<file path="config.mk">
export PLATFORM = sky130hd
export DESIGN_NAME = four_channel_sound_generator_flat
export DESIGN_NICKNAME = d
export VERILOG_FILES = /design/src/sgen_pkg.sv /design/src/sgen_if.sv /design/src/sgen_bus.sv /design/src/sgen_audio.sv /design/src/four_channel_sound_generator.sv /design/src/flat_wrapper.sv
export SDC_FILE = /design/constraint.sdc
export NUM_CORES = 2
export LEC_CHECK = 0
export ABC_AREA = 0
export BUFFER_PORTS_ARGS = -buffer_cell sky130_fd_sc_hd__buf_2
export CORE_UTILIZATION = 53
export DETAILED_ROUTE_END_ITERATION = 16
export GPL_TIMING_DRIVEN = 1
export PLACE_DENSITY_LB_ADDON = 0.2
export SETUP_SLACK_MARGIN = 0.3
export SLEW_MARGIN = 0
export SYNTH_ARGS = -nofsm -noshare
export SYNTH_HDL_FRONTEND = slang
export SYNTH_HIERARCHICAL = 1
export SYNTH_SLANG_ARGS = --single-unit
export TNS_END_PERCENT = 30
</file>
<file path="constraint.sdc">
create_clock -name clk_i -period 12 [get_ports clk_i]
set_input_delay 0 -clock clk_i [delete_from_list [all_inputs] [get_ports clk_i]]
set_output_delay 0 -clock clk_i [all_outputs]
set_load 0.05 [all_outputs]
</file>
<file path="src/sgen_pkg.sv">
// Package for the four-channel sound generator: register indexes, bus codes,
// address tables, the full state record and its power-on value.
// No dependencies.
`timescale 1ns / 1ps

package sgen_pkg;

  localparam int unsigned NumRegs = 21;

  localparam logic [4:0] R10 = 5'd0;
  localparam logic [4:0] R11 = 5'd1;
  localparam logic [4:0] R12 = 5'd2;
  localparam logic [4:0] R13 = 5'd3;
  localparam logic [4:0] R14 = 5'd4;
  localparam logic [4:0] R21 = 5'd5;
  localparam logic [4:0] R22 = 5'd6;
  localparam logic [4:0] R23 = 5'd7;
  localparam logic [4:0] R24 = 5'd8;
  localparam logic [4:0] R30 = 5'd9;
  localparam logic [4:0] R31 = 5'd10;
  localparam logic [4:0] R32 = 5'd11;
  localparam logic [4:0] R33 = 5'd12;
  localparam logic [4:0] R34 = 5'd13;
  localparam logic [4:0] R41 = 5'd14;
  localparam logic [4:0] R42 = 5'd15;
  localparam logic [4:0] R43 = 5'd16;
  localparam logic [4:0] R44 = 5'd17;
  localparam logic [4:0] R50 = 5'd18;
  localparam logic [4:0] R51 = 5'd19;
  localparam logic [4:0] R52 = 5'd20;
  localparam logic [4:0] NoReg = 5'd31;

  localparam logic [1:0] CmdNone  = 2'd0;
  localparam logic [1:0] CmdRead  = 2'd1;
  localparam logic [1:0] CmdWrite = 2'd2;

  localparam logic [1:0] PhaseAudio = 2'd0;
  localparam logic [1:0] PhaseWrite = 2'd2;

  localparam logic [15:0] AddrFirst  = 16'hFF10;
  localparam logic [15:0] AddrStatus = 16'hFF26;
  localparam logic [15:0] AddrWave   = 16'hFF30;
  localparam logic [15:0] AddrLast   = 16'hFF3F;
  localparam logic [15:0] AddrNr12   = 16'hFF12;
  localparam logic [15:0] AddrNr14   = 16'hFF14;
  localparam logic [15:0] AddrNr22   = 16'hFF17;
  localparam logic [15:0] AddrNr24   = 16'hFF19;
  localparam logic [15:0] AddrNr34   = 16'hFF1E;
  localparam logic [15:0] AddrNr42   = 16'hFF21;
  localparam logic [15:0] AddrNr44   = 16'hFF23;

  typedef struct packed {
    logic [NumRegs-1:0][7:0] regs;
    logic [15:0][7:0]        wave;
    logic [13:0]             fclk;
    logic [3:0]              en;
    logic [2:0]              swt;
    logic [10:0]             swf;
    logic [3:0][8:0]         len;
    logic [2:0][3:0]         lvl;
    logic [2:0][2:0]         etm;
    logic [3:0][10:0]        per;
    logic [1:0][2:0]         duty;
    logic [4:0]              wpos;
    logic [14:0]             lfsr;
    logic                    rv;
    logic [7:0]              rd;
    logic [8:0]              mr;
    logic [8:0]              ml;
  } sgen_st_t;

  function automatic logic [4:0] addr_reg(input logic [4:0] off);
    unique case (off)
      5'd0: addr_reg = R10;   5'd1: addr_reg = R11;   5'd2: addr_reg = R12;
      5'd3: addr_reg = R13;   5'd4: addr_reg = R14;   5'd6: addr_reg = R21;
      5'd7: addr_reg = R22;   5'd8: addr_reg = R23;   5'd9: addr_reg = R24;
      5'd10: addr_reg = R30;  5'd11: addr_reg = R31;  5'd12: addr_reg = R32;
      5'd13: addr_reg = R33;  5'd14: addr_reg = R34;  5'd16: addr_reg = R41;
      5'd17: addr_reg = R42;  5'd18: addr_reg = R43;  5'd19: addr_reg = R44;
      5'd20: addr_reg = R50;  5'd21: addr_reg = R51;  5'd22: addr_reg = R52;
      default: addr_reg = NoReg;
    endcase
  endfunction

  function automatic logic [7:0] read_mask(input logic [4:0] off);
    unique case (off)
      5'd0: read_mask = 8'h80;  5'd1: read_mask = 8'h3F;  5'd4: read_mask = 8'hBF;
      5'd6: read_mask = 8'h3F;  5'd9: read_mask = 8'hBF;  5'd10: read_mask = 8'h7F;
      5'd12: read_mask = 8'h9F; 5'd14: read_mask = 8'hBF; 5'd19: read_mask = 8'hBF;
      5'd3, 5'd5, 5'd8, 5'd11, 5'd13, 5'd15, 5'd16: read_mask = 8'hFF;
      default: read_mask = 8'h00;
    endcase
  endfunction

  function automatic logic [7:0] write_mask(input logic [4:0] off);
    unique case (off)
      5'd0: write_mask = 8'h80;  5'd4: write_mask = 8'h38;  5'd9: write_mask = 8'h38;
      5'd10: write_mask = 8'h7F; 5'd12: write_mask = 8'h9F; 5'd14: write_mask = 8'h38;
      5'd16: write_mask = 8'hC0; 5'd19: write_mask = 8'h3F; 5'd22: write_mask = 8'h70;
      default: write_mask = 8'h00;
    endcase
  endfunction

  function automatic sgen_st_t st_reset();
    sgen_st_t s;
    s = '0;
    s.regs[R10] = 8'h80; s.regs[R11] = 8'hBF; s.regs[R12] = 8'hF3;
    s.regs[R13] = 8'hFF; s.regs[R14] = 8'hBF; s.regs[R21] = 8'h3F;
    s.regs[R22] = 8'h00; s.regs[R23] = 8'hFF; s.regs[R24] = 8'hBF;
    s.regs[R30] = 8'h7F; s.regs[R31] = 8'hFF; s.regs[R32] = 8'h9F;
    s.regs[R33] = 8'hFF; s.regs[R34] = 8'hBF; s.regs[R41] = 8'hFF;
    s.regs[R42] = 8'h00; s.regs[R43] = 8'h00; s.regs[R44] = 8'hBF;
    s.regs[R50] = 8'h77; s.regs[R51] = 8'hF3; s.regs[R52] = 8'hF1;
    s.en = 4'b0001;
    s.lfsr = 15'h7FFF;
    return s;
  endfunction

endpackage

</file>
<file path="src/sgen_if.sv">
// Handshake channels of the sound generator: bus item in, result item out.
// No dependencies.
`timescale 1ns / 1ps

interface sgen_in_if;
  logic        valid;
  logic        ready;
  logic [1:0]  phase;
  logic [1:0]  command;
  logic [15:0] address;
  logic [7:0]  write_data;
  modport source (output valid, phase, command, address, write_data, input ready);
  modport sink (input valid, phase, command, address, write_data, output ready);
endinterface

interface sgen_out_if;
  logic       valid;
  logic       ready;
  logic       reply_valid;
  logic [7:0] reply_data;
  logic [8:0] mix_right;
  logic [8:0] mix_left;
  modport source (output valid, reply_valid, reply_data, mix_right, mix_left, input ready);
  modport sink (input valid, reply_valid, reply_data, mix_right, mix_left, output ready);
endinterface

</file>
<file path="src/sgen_bus.sv">
// Bus side of the sound generator: phase-0 reads, phase-2 writes, envelope
// glitches, channel triggers and power control. Depends on sgen_pkg.
`timescale 1ns / 1ps

module sgen_bus import sgen_pkg::*; (
  input  sgen_st_t    st_i,
  input  logic [1:0]  phase_i,
  input  logic [1:0]  command_i,
  input  logic [15:0] address_i,
  input  logic [7:0]  write_data_i,
  output sgen_st_t    st_o
);

  logic [7:0]  off8;
  logic [4:0]  off;
  logic [4:0]  ridx;
  logic        in_regs;
  logic        in_wave;
  logic        on;
  logic [10:0] f1;
  logic [10:0] f2;
  logic [10:0] f3;
  logic [7:0]  nrx2;
  logic [3:0]  npr;

  assign off8    = address_i[7:0] - 8'h10;
  assign off     = off8[4:0];
  assign ridx    = addr_reg(off);
  assign in_regs = (address_i >= AddrFirst) && (address_i <= AddrStatus);
  assign in_wave = (address_i >= AddrWave) && (address_i <= AddrLast);
  assign on      = st_i.regs[R52][7];

  always_comb begin
    st_o = st_i;
    f1   = '0;
    f2   = '0;
    f3   = '0;
    nrx2 = '0;
    npr  = '0;
    if (phase_i == PhaseAudio && command_i == CmdRead) begin
      st_o.rv = 1'b0;
      st_o.rd = '0;
      if (in_regs) begin
        st_o.rv = 1'b1;
        if (address_i == AddrStatus) begin
          st_o.rd = {st_i.regs[R52][7], 3'b111, st_i.en};
        end else if (ridx == NoReg) begin
          st_o.rd = 8'hFF;
        end else begin
          st_o.rd = st_i.regs[ridx] | read_mask(off);
        end
      end else if (in_wave) begin
        st_o.rv = 1'b1;
        st_o.rd = st_i.wave[address_i[3:0]];
      end
    end
    if (phase_i == PhaseWrite && command_i == CmdWrite && (in_regs || in_wave ||
        (address_i > AddrStatus && address_i < AddrWave))) begin
      if (!on) begin
        if (address_i == AddrStatus) begin
          st_o.regs[R52] = write_data_i | 8'h70;
          if (write_data_i[7]) begin
            st_o = st_reset();
          end
        end
      end else begin
        if (address_i == AddrNr12) begin
          if (st_i.regs[R12][3] && st_i.en[0]) st_o.lvl[0] = st_i.lvl[0] + 4'd1;
          if ((write_data_i & 8'hF8) == 8'h00) st_o.en[0] = 1'b0;
        end
        if (address_i == AddrNr22) begin
          if (st_i.regs[R22][3] && st_i.en[1]) st_o.lvl[1] = st_i.lvl[1] + 4'd1;
          if ((write_data_i & 8'hF8) == 8'h00) st_o.en[1] = 1'b0;
        end
        if (address_i == AddrNr42) begin
          if (st_i.regs[R42][3] && st_i.en[3]) st_o.lvl[2] = st_i.lvl[2] + 4'd1;
          if ((write_data_i & 8'hF8) == 8'h00) st_o.en[3] = 1'b0;
        end
        if (in_regs && ridx != NoReg) begin
          st_o.regs[ridx] = write_data_i | write_mask(off);
        end
        if (in_wave) begin
          st_o.wave[address_i[3:0]] = write_data_i;
        end
        f1 = {st_o.regs[R14][2:0], st_o.regs[R13]};
        f2 = {st_o.regs[R24][2:0], st_o.regs[R23]};
        f3 = {st_o.regs[R34][2:0], st_o.regs[R33]};
        if (write_data_i[7]) begin
          if (address_i == AddrNr14) begin
            nrx2 = st_o.regs[R12];
            st_o.en[0]   = (nrx2 & 8'hF8) != 8'h00;
            st_o.lvl[0]  = nrx2[3] ? nrx2[7:4] : ~nrx2[7:4];
            st_o.etm[0]  = nrx2[2:0];
            st_o.len[0]  = 9'd64 - {3'b000, st_o.regs[R11][5:0]};
            st_o.swt     = st_o.regs[R10][6:4];
            st_o.swf     = f1;
            st_o.per[0]  = ~f1;
            st_o.duty[0] = '0;
          end else if (address_i == AddrNr24) begin
            nrx2 = st_o.regs[R22];
            st_o.en[1]   = (nrx2 & 8'hF8) != 8'h00;
            st_o.lvl[1]  = nrx2[3] ? nrx2[7:4] : ~nrx2[7:4];
            st_o.etm[1]  = nrx2[2:0];
            st_o.len[1]  = 9'd64 - {3'b000, st_o.regs[R21][5:0]};
            st_o.per[1]  = ~f2;
            st_o.duty[1] = '0;
          end else if (address_i == AddrNr34) begin
            st_o.en[2]  = st_o.regs[R32] != 8'h00;
            st_o.len[2] = 9'd256 - {1'b0, st_o.regs[R31]};
            st_o.per[2] = ~f3;
            st_o.wpos   = '0;
          end else if (address_i == AddrNr44) begin
            nrx2 = st_o.regs[R42];
            npr  = (st_o.regs[R43][2:0] != 3'd0) ? {st_o.regs[R43][2:0], 1'b0} : 4'd1;
            st_o.en[3]  = (nrx2 & 8'hF8) != 8'h00;
            st_o.lvl[2] = nrx2[3] ? nrx2[7:4] : ~nrx2[7:4];
            st_o.etm[2] = nrx2[2:0];
            st_o.len[3] = 9'd64 - {3'b000, st_o.regs[R41][5:0]};
            st_o.per[3] = {7'd0, npr};
            st_o.lfsr   = 15'h7FFF;
          end
        end
      end
    end
  end

endmodule

</file>
<file path="src/sgen_audio.sv">
// Audio side of the sound generator: frame clock, sweep, length, envelope,
// the four channel generators and the per-side mix. Depends on sgen_pkg.
`timescale 1ns / 1ps

module sgen_audio import sgen_pkg::*; (
  input  sgen_st_t   st_i,
  input  logic [1:0] phase_i,
  input  logic       on_i,
  output sgen_st_t   st_o
);

  logic [13:0] nclk;
  logic [15:0] flip;
  logic [11:0] nf;
  logic [10:0] delta;
  logic [10:0] f1;
  logic [3:0]  npr;
  logic        fb;
  logic [3:0]  vol [3];
  logic [2:0]  thr [2];
  logic [3:0]  o1, o2, o3, o4, wnib;
  logic [7:0]  wbyte;
  logic [5:0]  mr, ml;
  logic [7:0]  ctl [4];
  logic [7:0]  env_reg [3];

  assign nclk = st_i.fclk + 14'd1;
  assign flip = {2'b00, ~st_i.fclk & nclk};

  always_comb begin
    st_o       = st_i;
    nf         = '0;
    delta      = '0;
    f1         = '0;
    npr        = '0;
    fb         = 1'b0;
    o1         = '0;
    o2         = '0;
    o3         = '0;
    o4         = '0;
    wbyte      = '0;
    wnib       = '0;
    mr         = '0;
    ml         = '0;
    ctl[0]     = st_i.regs[R14];
    ctl[1]     = st_i.regs[R24];
    ctl[2]     = st_i.regs[R34];
    ctl[3]     = st_i.regs[R44];
    env_reg[0] = st_i.regs[R12];
    env_reg[1] = st_i.regs[R22];
    env_reg[2] = st_i.regs[R42];
    for (int k = 0; k < 3; k++) begin
      vol[k] = '0;
    end
    for (int k = 0; k < 2; k++) begin
      thr[k] = '0;
    end
    if (phase_i == PhaseAudio) begin
      if (!on_i) begin
        st_o.mr = '0;
        st_o.ml = '0;
      end else begin
        st_o.fclk = nclk;
        if (nclk[12:0] == 13'h1000 && st_i.regs[R10][6:4] != 3'd0 &&
            st_i.regs[R10][2:0] != 3'd0) begin
          if (st_i.swt != 3'd0) begin
            st_o.swt = st_i.swt - 3'd1;
          end else begin
            delta = st_i.swf >> st_i.regs[R10][2:0];
            nf = st_i.regs[R10][3] ? {1'b0, st_i.swf} - {1'b0, delta}
                                   : {1'b0, st_i.swf} + {1'b0, delta};
            st_o.swt = st_i.regs[R10][6:4];
            if (nf[11]) st_o.en[0] = 1'b0;
            else st_o.swf = nf[10:0];
          end
        end
        if (nclk[11:0] == 12'h000) begin
          for (int i = 0; i < 4; i++) begin
            if (ctl[i][6] && st_i.len[i] != 9'd0) st_o.len[i] = st_i.len[i] - 9'd1;
            if (ctl[i][6] && st_o.len[i] == 9'd0) st_o.en[i] = 1'b0;
          end
        end
        if (nclk == 14'h3800) begin
          for (int k = 0; k < 3; k++) begin
            if (env_reg[k][2:0] != 3'd0) begin
              if (st_i.etm[k] != 3'd0) begin
                st_o.etm[k] = st_i.etm[k] - 3'd1;
              end else begin
                st_o.etm[k] = env_reg[k][2:0];
                if (st_i.lvl[k] != 4'hF) st_o.lvl[k] = st_i.lvl[k] + 4'd1;
              end
            end
          end
        end
        f1 = (st_i.regs[R10][6:4] != 3'd0) ? st_o.swf : {st_i.regs[R14][2:0], st_i.regs[R13]};
        if (st_i.per[0] == 11'd0) begin
          st_o.per[0]  = ~f1;
          st_o.duty[0] = st_i.duty[0] + 3'd1;
        end else begin
          st_o.per[0] = st_i.per[0] - 11'd1;
        end
        if (st_i.per[1] == 11'd0) begin
          st_o.per[1]  = ~{st_i.regs[R24][2:0], st_i.regs[R23]};
          st_o.duty[1] = st_i.duty[1] + 3'd1;
        end else begin
          st_o.per[1] = st_i.per[1] - 11'd1;
        end
        for (int j = 0; j < 2; j++) begin
          if (st_o.per[2] == 11'd0) begin
            st_o.per[2] = ~{st_i.regs[R34][2:0], st_i.regs[R33]};
            st_o.wpos   = st_o.wpos + 5'd1;
          end else begin
            st_o.per[2] = st_o.per[2] - 11'd1;
          end
        end
        npr = (st_i.regs[R43][2:0] != 3'd0) ? {st_i.regs[R43][2:0], 1'b0} : 4'd1;
        if (st_i.per[3] == 11'd0) begin
          fb = st_i.lfsr[0] ^ st_i.lfsr[1];
          st_o.per[3] = {7'd0, npr};
          st_o.lfsr = {fb, st_i.lfsr[14:1]};
          if (st_i.regs[R43][3]) st_o.lfsr[6] = fb;
        end else begin
          st_o.per[3] = st_i.per[3] - {10'd0, flip[st_i.regs[R43][7:4]]};
        end
        vol[0] = st_i.regs[R12][3] ? st_o.lvl[0] : ~st_o.lvl[0];
        vol[1] = st_i.regs[R22][3] ? st_o.lvl[1] : ~st_o.lvl[1];
        vol[2] = st_i.regs[R42][3] ? st_o.lvl[2] : ~st_o.lvl[2];
        thr[0] = (st_i.regs[R11][7:6] != 2'd0) ? {st_i.regs[R11][7:6], 1'b0} : 3'd1;
        thr[1] = (st_i.regs[R21][7:6] != 2'd0) ? {st_i.regs[R21][7:6], 1'b0} : 3'd1;
        if (st_o.en[0] && st_o.duty[0] < thr[0]) o1 = vol[0];
        if (st_o.en[1] && st_o.duty[1] < thr[1]) o2 = vol[1];
        if (st_o.en[2] && st_i.regs[R30][7]) begin
          wbyte = st_i.wave[st_o.wpos[4:1]];
          wnib  = st_o.wpos[0] ? wbyte[3:0] : wbyte[7:4];
          unique case (st_i.regs[R32][6:5])
            2'd0: o3 = 4'd0;
            2'd1: o3 = wnib;
            2'd2: o3 = wnib >> 1;
            2'd3: o3 = wnib >> 2;
          endcase
        end
        if (st_o.en[3] && st_o.lfsr[0]) o4 = vol[2];
        if (st_i.regs[R51][0]) mr = mr + {2'b00, o1};
        if (st_i.regs[R51][1]) mr = mr + {2'b00, o2};
        if (st_i.regs[R51][2]) mr = mr + {2'b00, o3};
        if (st_i.regs[R51][3]) mr = mr + {2'b00, o4};
        if (st_i.regs[R51][4]) ml = ml + {2'b00, o1};
        if (st_i.regs[R51][5]) ml = ml + {2'b00, o2};
        if (st_i.regs[R51][6]) ml = ml + {2'b00, o3};
        if (st_i.regs[R51][7]) ml = ml + {2'b00, o4};
        st_o.mr = 9'({3'b000, mr} * ({6'd0, st_i.regs[R50][2:0]} + 9'd1));
        st_o.ml = 9'({3'b000, ml} * ({6'd0, st_i.regs[R50][6:4]} + 9'd1));
      end
    end
  end

endmodule

</file>
<file path="src/four_channel_sound_generator.sv">
// Top level of the four-channel sound generator: state register, handshake
// and result hold. Depends on sgen_pkg, sgen_if, sgen_bus and sgen_audio.
//
//   channel   direction  carries
//   in_i      sink       phase, command, address, write_data
//   out_o     source     reply_valid, reply_data, mix_right, mix_left
//
// Each transfer on in_i is processed combinationally; its result is held in the
// state register and offered on out_o from the next cycle.
// A new item is taken in every cycle in which out_o is empty or being taken.
// A stalled result holds its value and blocks the input until taken.
// Reset loads the power-on register values, enables channel one only, fills
// the noise shift register with ones and clears all other state.
`timescale 1ns / 1ps

module four_channel_sound_generator import sgen_pkg::*; (
  input  logic       clk_i,
  input  logic       rst_ni,
  sgen_in_if.sink    in_i,
  sgen_out_if.source out_o
);

  sgen_st_t st_q, st_d, st_bus;
  logic     out_valid_q, out_valid_d;
  logic     accept;

  assign in_i.ready = !out_valid_q || out_o.ready;
  assign accept     = in_i.valid && in_i.ready;

  sgen_bus u_bus (
    .st_i         (st_q),
    .phase_i      (in_i.phase),
    .command_i    (in_i.command),
    .address_i    (in_i.address),
    .write_data_i (in_i.write_data),
    .st_o         (st_bus)
  );

  sgen_audio u_audio (
    .st_i    (st_bus),
    .phase_i (in_i.phase),
    .on_i    (st_q.regs[R52][7]),
    .st_o    (st_d)
  );

  assign out_valid_d = accept || (out_valid_q && !out_o.ready);

  always_ff @(posedge clk_i or negedge rst_ni) begin
    if (!rst_ni) begin
      st_q        <= st_reset();
      out_valid_q <= 1'b0;
    end else begin
      out_valid_q <= out_valid_d;
      if (accept) st_q <= st_d;
    end
  end

  assign out_o.valid       = out_valid_q;
  assign out_o.reply_valid = st_q.rv;
  assign out_o.reply_data  = st_q.rd;
  assign out_o.mix_right   = st_q.mr;
  assign out_o.mix_left    = st_q.ml;

`ifndef SYNTHESIS
  a_reply_zero: assert property (@(posedge clk_i) disable iff (!rst_ni)
    !st_q.rv |-> st_q.rd == 8'h00) else $error("reply data set without valid");
  a_accept_shows: assert property (@(posedge clk_i) disable iff (!rst_ni)
    accept |=> out_valid_q) else $error("accepted item gave no result");
  a_stall_blocks: assert property (@(posedge clk_i) disable iff (!rst_ni)
    (out_valid_q && !out_o.ready) |-> !in_i.ready) else $error("input taken while stalled");
  a_off_silent: assert property (@(posedge clk_i) disable iff (!rst_ni)
    (accept && !st_q.regs[R52][7] && in_i.phase == PhaseAudio) |=>
    (st_q.mr == 9'd0 && st_q.ml == 9'd0)) else $error("mix not silent with power off");
`endif

endmodule

</file>
<file path="src/flat_wrapper.sv">
// flat-port wrapper written by rule: the top's interface ports become plain ports
module four_channel_sound_generator_flat import sgen_pkg::*;
  (clk_i, rst_ni, in_i_valid, in_i_phase, in_i_command, in_i_address, in_i_write_data, in_i_ready, out_o_valid, out_o_reply_valid, out_o_reply_data, out_o_mix_right, out_o_mix_left, out_o_ready);
  sgen_in_if in_i_i ();
  sgen_out_if out_o_i ();
  input  logic clk_i;
  input  logic rst_ni;
  input wire logic [$bits(in_i_i.valid)-1:0] in_i_valid;
  input wire logic [$bits(in_i_i.phase)-1:0] in_i_phase;
  input wire logic [$bits(in_i_i.command)-1:0] in_i_command;
  input wire logic [$bits(in_i_i.address)-1:0] in_i_address;
  input wire logic [$bits(in_i_i.write_data)-1:0] in_i_write_data;
  output wire logic [$bits(in_i_i.ready)-1:0] in_i_ready;
  output wire logic [$bits(out_o_i.valid)-1:0] out_o_valid;
  output wire logic [$bits(out_o_i.reply_valid)-1:0] out_o_reply_valid;
  output wire logic [$bits(out_o_i.reply_data)-1:0] out_o_reply_data;
  output wire logic [$bits(out_o_i.mix_right)-1:0] out_o_mix_right;
  output wire logic [$bits(out_o_i.mix_left)-1:0] out_o_mix_left;
  input wire logic [$bits(out_o_i.ready)-1:0] out_o_ready;
  assign in_i_i.valid = in_i_valid;
  assign in_i_i.phase = in_i_phase;
  assign in_i_i.command = in_i_command;
  assign in_i_i.address = in_i_address;
  assign in_i_i.write_data = in_i_write_data;
  assign in_i_ready = in_i_i.ready;
  assign out_o_valid = out_o_i.valid;
  assign out_o_reply_valid = out_o_i.reply_valid;
  assign out_o_reply_data = out_o_i.reply_data;
  assign out_o_mix_right = out_o_i.mix_right;
  assign out_o_mix_left = out_o_i.mix_left;
  assign out_o_i.ready = out_o_ready;
  four_channel_sound_generator u_core (.clk_i(clk_i), .rst_ni(rst_ni), .in_i(in_i_i), .out_o(out_o_i));
endmodule
</file>
======== Yosys cells after proc, flatten, opt, wreduce, memory -nomap -nowiden ========
Memory sizes are Yosys's and may differ from the RTL's.
Cells that the tools add are included.
storage, ports and cells
  ROM bits ................................ 672
  logic and storage cells ................. 472
  memories ................................ 3
  output and inout bits ................... 29
  bits of input ports ..................... 32
  bits in registers ....................... 483
operators by class
  multiplexer cells ....................... 216
  add/subtract/negate cells ............... 39
  multiply operators ...................... 2
  shift-type cells ........................ 1
  eq/ne operators ......................... 23
  bitwise gates (word level) .............. 17
  $lt $le $gt $ge ......................... 14
  reduce and logical (&&, ||, !) cells .... 78
memory list
  name             words  bits a word  read ports  clocked after memory_dff  wr ports  line            source
  (no name shown)  32     8            1           0                         0         sgen_pkg.sv:86  unique case (off)
  (no name shown)  32     8            1           0                         0         sgen_pkg.sv:96  unique case (off)
  (no name shown)  32     5            1           0                         0         sgen_pkg.sv:73  unique case (off)
operator list
  kind                                                                  number
  482-bit 2-to-1 mux                                                    2
  168-bit 2-to-1 mux                                                    3
  474-bit 2-to-1 mux                                                    1
  159-bit 2-to-1 mux                                                    2
  296-bit 2-to-1 mux                                                    1
  145-bit 2-to-1 mux                                                    2
  9-bit 2-to-1 mux                                                      24
  4-bit 2-to-1 mux                                                      44
  168-bit bitwise mux                                                   1
  11-bit 2-to-1 mux                                                     15
  6-bit 2-to-1 mux                                                      23
  15-bit 2-to-1 mux                                                     9
  128-bit bitwise mux                                                   1
  16-bit equality test, second input constant                           8
  128-bit 2-to-1 mux                                                    1
  8-bit 2-to-1 mux                                                      15
  3-bit 2-to-1 mux                                                      24
  11-bit inverter                                                       6
  8-bit binary-select mux with 4-bit select                             2
  21-bit 2-to-1 mux                                                     3
  11-bit logical NOT                                                    5
  18-bit 2-to-1 mux                                                     3
  27-bit 2-to-1 mux                                                     2
  11-bit by 1-bit subtractor with 11-bit output, second input constant  4
  67 further kinds                                                      189

======== Longest topological paths before layout ========
An unclocked memory read counts as a cell.
  depth after elaboration ................. 53
  depth in mapped cells ................... 64
  depth with buffers taken out ............ 57

======== By module ========
Netlist, hierarchy kept.
modules (own cells, without submodules)
  module                        cells each  instances  sequential area each (um2)  area each (um2)
  four_channel_sound_generator  1047        1          12254.3                     20779.9
  sgen_audio                    2013        1          0.0                         13334.0
  sgen_bus                      2211        1          0.0                         12968.7

======== Least setup slack after synthesis ========
No wires, ideal clock.
  path type ............................... input to register
  from .................................... input port in_i_address[0]
  to ...................................... register u_core.st_q (netlist bit u_core/out_o.mix_right[8])
  arrival ................................. 11567 ps
  path buffers ............................ 8
  slack ................................... 308 ps
  stages on the path ...................... 61
  library setup time ...................... 125 ps
  data required time ...................... 11875 ps
  path through ............................ buf_4 > buf_4 > buf_2 > inv_1 > ha_1 > nand2_1 > a221o_1 > buf_6 > o221ai_2 > or4_1 > buf_2 > buf_2 > o21ai_0 > a22o_1 > clkbuf_1 > mux4_2 > mux2i_1 > ha_1 > [25 not listed] > o21a_1 > o21ai_0 > xor2_1 > xnor2_1 > nor2b_1 > fa_1 > inv_1 > fa_1 > inv_1 > ha_1 > o21ai_0 > nand2b_1 > a21o_1 > a21oi_1 > xnor2_1 > xnor2_1 > o21ai_0 > mux2_4
RTL lines
  what                  line                                source
  from (decl)           flat_wrapper.sv:11                  input wire logic [$bits(in_i_i.address)-1:0] in_i_address;
  to (signal assigned)  four_channel_sound_generator.sv:50  st_q <= st_reset();
  to (signal assigned)  four_channel_sound_generator.sv:54  if (accept) st_q <= st_d;
  to (decl)             four_channel_sound_generator.sv:23  sgen_st_t st_q, st_d, st_bus;

==> results.json <==
{
  "status": "finished clean",
  "synth_top_family_by_area": "multiplexers",
  "maxCapViolCount": 0,
  "min_to": "u_core/st_q[290]$_DFFE_PN0P_",
  "firstDrtPassIters": 6,
  "cp-end-kind": "flip-flop",
  "period_needed_ps": 11050,
  "syn2layout_area_growth_pct": 3.05,
  "io_pins": 61,
  "irDropWorstVdd_mv": 0.124,
  "internal-power_w": 0.00299,
  "clock_path_buffers": 3,
  "leakage_nw": 21.4,
  "setup_viol": 0,
  "dp.cells": 6068,
  "hold_class": "in2reg",
  "critPathBufInv": 8,
  "final_antenna_net_count": 0,
  "ys_seq_area_share_pct": 26.0,
  "hp-start": "in_i_write_data[0]",
  "muxShareOfSynthArea_pct": 21.1,
  "cts.sinks": 483,
  "sequentialPowerShare_pct": 39.8,
  "worstRegToRegCells": 45,
  "synth_compound_area_share_pct": 16.8,
  "antenna_found_initial": 11,
  "synthArstFlopShare_pct": 100,
  "drt-wirelength-per-cell_um": 25.8,
  "start_kind": "flip-flop",
  "rrSetupSlack_ps": 950,
  "global_route.overflow_total": 0,
  "grt_pass1_wl_mm": 241,
  "yosys.area.top_type": "dfrtp_1",
  "final_hold_viol_count": 0,
  "drc_errors": 0,
  "place_congestion": 1.03,
  "synth-xor-area-share_pct": 2.88,
  "r2r_end": "u_core/out_o.mix_right[8]$_DFFE_PN0P_",
  "crit_family": "simple AND/OR/NAND/NOR gates",
  "syn_area_per_cell_um2": 8.93,
  "start_util_pct": 53.9,
  "synth_cell_types": 112,
  "slowest_stage": "dfstp_4",
  "grt_max_degree": 138,
  "path_class": "reg2reg",
  "drv_slew": 0,
  "switching_share_pct": 29.8,
  "r2r-start": "u_core/st_q[481]$_DFFE_PN1P_",
  "die_width_um": 300,
  "synth_area_leaders": "dfrtp_1 19%, mux2_4 15%, dfstp_2 7.5%",
  "syn_nets": 5454,
  "synth_edf_count": 0,
  "synth_top_area_share_pct": 18.5,
  "numCtsBuffers": 59,
  "cpMostUsedCell": "buf_4",
  "nFillCells": 7866,
  "synthAdderAreaFrac_pct": 4.42,
  "p_sw_w": 0.00127,
  "vias": 40239,
  "die_h_um": 300,
  "yosysWarnings": 6,
  "clockPowerShare_pct": 46.3,
  "critPathRequiredTime_ps": 12600,
  "relSlewSlack_pct": 5.80,
  "h-tree-depth": 2,
  "p_comb_share_pct": 13.9,
  "critical_path_peak_fanout": 14,
  "postSynthCellCount": 5271,
  "via_per_inst": 6.48,
  "slowest_delay_ps": 710,
  "fin_crit_sh_pct": 92.1,
  "drtIter0Drc": 4719,
  "rsz0062_at_grt": "no",
  "grt_pass1_vias": 37994,
  "finish.net_count": 5177,
  "maxClockFrequency_ghz": 0.0905,
  "core_area_um2": 87400,
  "path_depth": 45,
  "post-dp-hpwl_mm": 112,
  "netlist_area_um2": 47100,
  "fin_skew_ps": 40.8,
  "worst_pin_slew_ps": 1400,
  "drive_gt1_share_pct": 24.7,
  "synth-simple-area-share_pct": 17.7,
  "min_path_cells": 3,
  "cellPowerDensity_nw_per_um2": 87.7,
  "port-buffer-count": 60,
  "clk_latency_ps": 710,
  "synth_ff_type": "dfrtp_1",
  "stdcell_count": 6208,
  "grt_usage_pct": 34.9,
  "finalWirelength_mm": 160,
  "ys_seq_elements": 483,
  "setup_tns_ps": 0,
  "cp.arrival_ps": 11650,
  "dieArea_um2": 90000,
  "row_count": 108,
  "path_clk_slew_ps": 60,
  "cts_tree": "yes",
  "cts-root-buf": "clkbuf_16"
}
==> sequential cells by signal (all words and copies together) (netlist names) <==
| name | flops |
|---|---|
| u_core/st_q | 455 |
| u_core/out_o.mix_left | 9 |
| u_core/out_o.mix_right | 9 |
| u_core/out_o.reply_data | 8 |
| u_core/out_o.reply_valid | 1 |
| u_core/out_o.valid | 1 |
==> per-stage QoR <==
stage	hold slack [ps]	power (W)	utilization [%]	worst slack, ps	cell area [µm²]
final	57.7	0.00426	55.5	946	48500
after global routing	81.9	0.00436	55.5	308	48500
after CTS	21.8	0.00426	55.3	492	48300
after detailed placement	119	0.00228	52.7	123	46100
after global placement	117	0.00228	52.7	353	46100
after floorplan	-296	0.00214	-	308	47100
==> cells in the final DEF, fill, tap and decap left out, drive strengths merged, types with 32 or more instances in the layout <==
cell type,Yosys,layout
mux2,522,522
a21oi,275,275
o21ai,432,432
mux4,45,45
buf,481,324
inv,122,124
nor2,366,366
nor4,42,42
nor3,107,107
xor2,48,48
nor2b,65,65
dfstp,134,134
a211oi,32,32
nand4,48,48
mux2i,121,121
nand3,137,137
nand2,771,771
and2,33,33
xnor2,104,104
or3,51,51
dfrtp,349,349
and3,45,45
ha,128,128
clkbuf,190,86
a22o,153,153
==> final cells by class <==
type | count | area [µm²] | area share (%)
clock buffer | 86 | 1740 | 3.58
sequential | 483 | 12300 | 25.3
tap | 1155 | 1450 | 2.98
antenna | 9 | 22.5 | 0.0464
timing repair buffer | 333 | 2460 | 5.06
clock inverter | 25 | 355 | 0.732
multi-input combinational | 3995 | 29800 | 61.4
inverter | 122 | 458 | 0.944
==> tightest hold or removal path, cell delays in order <==
cell and delay (ps):
buf_2 350, a22o_1 220, mux2_4 150
==> worst max-delay path by stage <==
stage | start | endpoint | slack, ps
floorplan | in_i_address[0] | u_core/out_o.mix_right[8]$_DFFE_PN0P_ | 310
global placement | in_i_address[0] | u_core/out_o.mix_left[8]$_DFFE_PN0P_ | 350
detailed placement | in_i_address[6] | u_core/out_o.mix_left[8]$_DFFE_PN0P_ | 120
CTS | u_core/st_q[481]$_DFFE_PN1P_ | u_core/out_o.mix_left[8]$_DFFE_PN0P_ | 490
global route | in_i_address[0] | u_core/out_o.mix_left[8]$_DFFE_PN0P_ | 310
finish | u_core/st_q[481]$_DFFE_PN1P_ | u_core/out_o.mix_right[8]$_DFFE_PN0P_ | 950
==> cell usage after synthesis, drive strengths merged, types with 29 or more instances <==
master,n
a22o,153
o31ai,29
ha,128
nand2b,30
clkbuf,190
and3,45
inv,122
o21ai,432
or3,51
nor2b,65
xor2,48
nand4,48
o211ai,30
a21oi,275
a211oi,32
nor3,107
buf,481
nor2,366
nand2,771
dfstp,134
nand3,137
a31oi,29
dfrtp,349
mux2i,121
xnor2,104
mux4,45
and2,33
nor4,42
mux2,522
==> cells by family (layout without fill, tap and decap cells) <==
| family | count (synthesis) | in the layout |
|---|---|---|
| AOI/OAI and AO/OA | 1230 | 1230 |
| and+or+nand+nor | 1772 | 1772 |
| buffers and inverters | 793 | 566 |
| adders and majority gates | 153 | 153 |
| DFF | 483 | 483 |
| xor gates and xnor gates | 152 | 152 |
| other | 0 | 9 |
| muxes | 688 | 688 |
==> power by group through the flow <==
| stage | clock (W) | combinational, W | sequential [W] |
|---|---|---|---|
| after floorplan | 0 | 0.000445 | 0.00169 |
| after global placement | 0 | 0.000563 | 0.00172 |
| after detailed placement | 0 | 0.000566 | 0.00172 |
| after CTS | 0.00200 | 0.000571 | 0.00169 |
| after global routing | 0.00206 | 0.000607 | 0.00169 |
| final | 0.00197 | 0.000592 | 0.00169 |
==> repair_timing <==
action                     in CTS  in global routing
hold buffers                   10                  0
setup endpoints to repair       0                  6
buffers inserted                0                 10
gates resized for setup         0                 30
hold endpoints to repair      110                  0
==> metal layers <==
layer / vias up / GRT usage [%] / part of all wire (%)
met5: - / 0.476 / 0.042
li1: 18015 / - / -
met3: 419 / 7.59 / 10
met1: 19751 / 48.6 / 43
met2: 2049 / 51.3 / 42
met4: 5 / 16.6 / 4.7
Note: power is estimated with default switching activity, not from simulation.
